--- config.mk ---
export PLATFORM = sky130hd
export DESIGN_NAME = pfbb_cmd_fifo
export DESIGN_NICKNAME = d
export VERILOG_FILES = /design/src/rtl/pfbb_cmd_fifo.sv
export SDC_FILE = /design/constraint.sdc
export NUM_CORES = 1
export LEC_CHECK = 0
export BUFFER_PORTS_ARGS = -buffer_cell sky130_fd_sc_hd__buf_2
export CAP_MARGIN = 15
export CELL_PAD_IN_SITES_DETAIL_PLACEMENT = 0
export CELL_PAD_IN_SITES_GLOBAL_PLACEMENT = 1
export CORE_MARGIN = 1.5
export CORE_UTILIZATION = 43
export DETAILED_ROUTE_END_ITERATION = 8
export PLACE_DENSITY_LB_ADDON = 0.1
export SYNTH_ARGS = -nofsm -noshare
export SYNTH_HDL_FRONTEND = slang
export SYNTH_SLANG_ARGS = --single-unit
--- constraint.sdc ---
create_clock -name clk -period 2.7 [get_ports clk]
set_input_delay 0.27 -clock clk [delete_from_list [all_inputs] [get_ports clk]]
set_output_delay 0.27 -clock clk [all_outputs]
set_load 0.02 [all_outputs]
--- src/rtl/pfbb_cmd_fifo.sv ---
// short command queue between front end and back end
// no dependencies
`timescale 1ns / 1ps

module pfbb_cmd_fifo #(
  parameter int WIDTH = 8,
  parameter int DEPTH = 2,
  localparam int PTR_W = (DEPTH > 1) ? $clog2(DEPTH) : 1,
  localparam int CNT_W = $clog2(DEPTH + 1)
) (
  input  logic             clk,
  input  logic             rst,
  input  logic             push,
  input  logic [WIDTH-1:0] wdata,
  input  logic             pop,
  output logic [WIDTH-1:0] rdata,
  output logic             full,
  output logic             empty
);

  localparam logic [PTR_W-1:0] PTR_LAST = PTR_W'(DEPTH - 1);
  localparam logic [CNT_W-1:0] CNT_FULL = CNT_W'(DEPTH);

  logic [WIDTH-1:0] mem [DEPTH];
  logic [PTR_W-1:0] wr_ptr;
  logic [PTR_W-1:0] rd_ptr;
  logic [CNT_W-1:0] count;

  assign full  = (count == CNT_FULL);
  assign empty = (count == '0);
  assign rdata = mem[rd_ptr];

  // entry storage
  always_ff @(posedge clk) begin
    if (push) begin
      mem[wr_ptr] <= wdata;
    end
  end

  // pointers and fill count
  always_ff @(posedge clk) begin
    if (rst) begin
      wr_ptr <= '0;
      rd_ptr <= '0;
      count  <= '0;
    end else begin
      if (push) begin
        wr_ptr <= (wr_ptr == PTR_LAST) ? '0 : wr_ptr + 1'b1;
      end
      if (pop) begin
        rd_ptr <= (rd_ptr == PTR_LAST) ? '0 : rd_ptr + 1'b1;
      end
      count <= count + CNT_W'(push) - CNT_W'(pop);
    end
  end

endmodule

==> results.yml <==
worst_hold_path:
  hold_path_class: "input port to register"
  worstHoldStart: "wdata[6]"
  hold_path_end: "mem[1][6]"
  holdPathStages: 1
cells_and_area:
  drive_gt1_frac: 0.457
  final_cells: 95
  finish.utilization: 0.550
  nFillCells: 155
  syn_to_final_growth_pct: 19.9
  antenna_cells: 0
  final_nets: 85
  fin_area_um2: 950
logic_synthesis:
  synth_fp_nets: 60
  synth_top_flop_cell: "edfxtp_1"
  avgSynthCellArea_um2: 17.2
  synth-compound-area-share: 0
  synth-seq-cells: 21
  synth_most_common_cell: "edfxtp_1"
  syn_inst: 46
  async_flop_share: 0
  synth_top_family_by_area: "multiplexers"
  yosys.area_share.simple: 0.0553
  synth.largest_area_cell: "edfxtp_1"
  synth_commonest_cells: "edfxtp_1 (16), mux2_2 (8), dfxtp_1 (5), nor2_1 (5), nor2b_1 (3)"
  ys_seq_area_frac: 0.733
  yosys-top-cells-area: "edfxtp_1 (61%), dfxtp_1 (13%), mux2_2 (11%), ha_1 (3.2%), xnor3_1 (2.8%)"
  synth-edff-count: 16
  synth_fa_ha_area_frac: 0.0316
  synth_mux_area_frac: 0.114
  ys_warn_count: 0
  synth_area_um2: 792
  ys_types: 11
  synth_top_area_share: 0.607
  synth_xor_xnor_area_share: 0.0506
sta:
  fin_ws_ns: 1.07
  drv_slew: 0
  min_period_ns: 1.63
  max_freq_mhz: 615
  finClkSkew_ns: 0.00277
  hold_viol: 0
  slew_headroom: 0.526
  hold_slack_ns: 0.165
  worst_pin_slew_ns: 0.709
  rsz0062_at_grt: "no"
  setup_viol: 0
  finalCritPeriodShare: 0.603
  setup_tns_ns: 0
worst_setup_path:
  rr_endpoint: "count[1]"
  crit_fanout: 8
  path_cells: "mux2_2, buf_2"
  start_kind: "register"
  regToRegSetupSlack_ns: 1.33
  critical_path.endpoint_type: "output port"
  crit_arrival_ns: 1.36
  reg2regPathDepth: 6
  slowest_delay_ns: 0.54
  cp_slowest_cell: "dfxtp_1"
  required_ns: 2.43
  crit_type: "register to output port"
  reg2reg_from: "count[0]"
floorplanning:
  die_w_um: 45.9
  die_area_mm2: 0.00211
  core-area_mm2: 0.00173
  initial_core_util: 0.459
  ios: 22
  std_cell_rows: 15
  die_h_um: 45.9
global_route:
  grt_pass1_vias: 393
  use_met3: 0.0357
  grt_max_degree: 12
  antenna_found_initial: 0
  grtUsageMet1: 0.107
  grt.busiest_layer: "met2"
  grtUsageMet2: 0.189
  grt-ovfl-total: 0
  grt_pass1_wl_mm: 1.49
  grt_usage: 0.105
clock_tree:
  postCtsSetupBuffers: 0
  h-tree-depth: 1
  post_cts_resize_count: 0
  cts_buffers: 3
  cts_buffer_depth: 2
  cts-root-buf: "clkbuf_4"
  insertion_delay_ns: 0.28
  cts.sinks: 21
  clk_pin_slew_ns: 0.11
  cts_tree: "done"
  cts_hold_buf: 0
routing:
  routed_wl_mm: 1.03
  vias: 428
  drt_pass1_iterations: 3
  via_per_inst: 4.51
  wl_per_cell_um: 10.8
  drt_iter0_markers: 3
  ant_nets: 0
  drc_errors: 0
outcome:
  status: "finished, final reports clean"
place:
  gp_congestion: 0.653
  dpl.cell_count: 91
  postPlaceCellArea_um2: 923
  place_ws_ns: 1.32
  dp_hpwl_um: 747
  placement.io_buffers: 21
power:
  intPower_mw: 0.491
  power_per_cell_area_mw_per_mm2: 682
  share_seq_of_total_power: 0.601
  power_switching_share: 0.242
  power_frac_clock: 0.215
  power_frac_comb: 0.184
  p_leak_nw: 0.379
  p_switching_mw: 0.157
  ir_drop_mv: 0.314
  power.total_mw: 0.647
job:
  drv_cap: 0
## logic make-up after synthesis
logic type	after synthesis
adder cells (fa/ha/maj)	2
buffers and inverters	3
multiplexers	8
flip-flops	21
AND/OR/NAND/NOR	9
XOR/XNOR	3
## how the worst max path moves through the flow
stage	slack, ns	cells past startpoint	endpoint	from
after floorplan	1.40	6	count[1]	count[0]
after global placement	1.32	6	count[1]	pop
after detailed placement	1.32	6	count[1]	pop
after CTS	1.03	2	rdata[3]	register
after global routing	0.98	2	rdata[2]	register
final	1.07	2	rdata[3]	register
## worst max-delay path, delay by kind of cell, from the launching register on
kind / cells / cell delay (ns)
flops: 1 / 0.54
mux: 1 / 0.38
buf+inv: 1 / 0.16
## sequential cells by signal, indices dropped and copies added, names as in the netlist, named ones only
name / flops
mem: 16
count: 2
rd_ptr: 1
wr_ptr: 1
## placed cells by master, fill, tap and decap left out
cell type | Yosys | final
nor2_1 | 5 | 5
xnor2_1 | 2 | 2
xnor3_1 | 1 | 1
clkbuf_4 | 0 | 3
edfxtp_1 | 16 | 16
and2_1 | 1 | 1
inv_1 | 2 | 2
ha_1 | 2 | 2
buf_2 | 1 | 21
dfxtp_1 | 5 | 5
nor2b_1 | 3 | 3
mux2_2 | 8 | 8
clkbuf_1 | 0 | 1
## area by class of cell
cell class | instances | area (um^2) | share of cell area
multi-input cells | 22 | 199 | 0.209
well taps | 25 | 31.3 | 0.0329
flip-flops and latches | 21 | 581 | 0.611
clock buffers | 4 | 26.3 | 0.0277
inverters | 2 | 7.51 | 0.00791
repair buffers | 21 | 105 | 0.111
## power groups by stage
stage | Combinational, mW | Sequential [mW] | Clock [mW]
floorplan | 0.0889 | 0.391 | 0
global placement | 0.120 | 0.397 | 0
detailed placement | 0.120 | 0.398 | 0
CTS | 0.121 | 0.390 | 0.144
global route | 0.130 | 0.393 | 0.154
finish | 0.119 | 0.389 | 0.139
## layer usage
metal  part of all wire  wire length (um)  vias up
li1                   -                 -      212
met1               0.43               446      203
met2               0.52               534       11
met3              0.039                40        2
met4             0.0049                 5        0
met5                  0                 0        -
No activity file was read; power rests on OpenSTA's default activity.
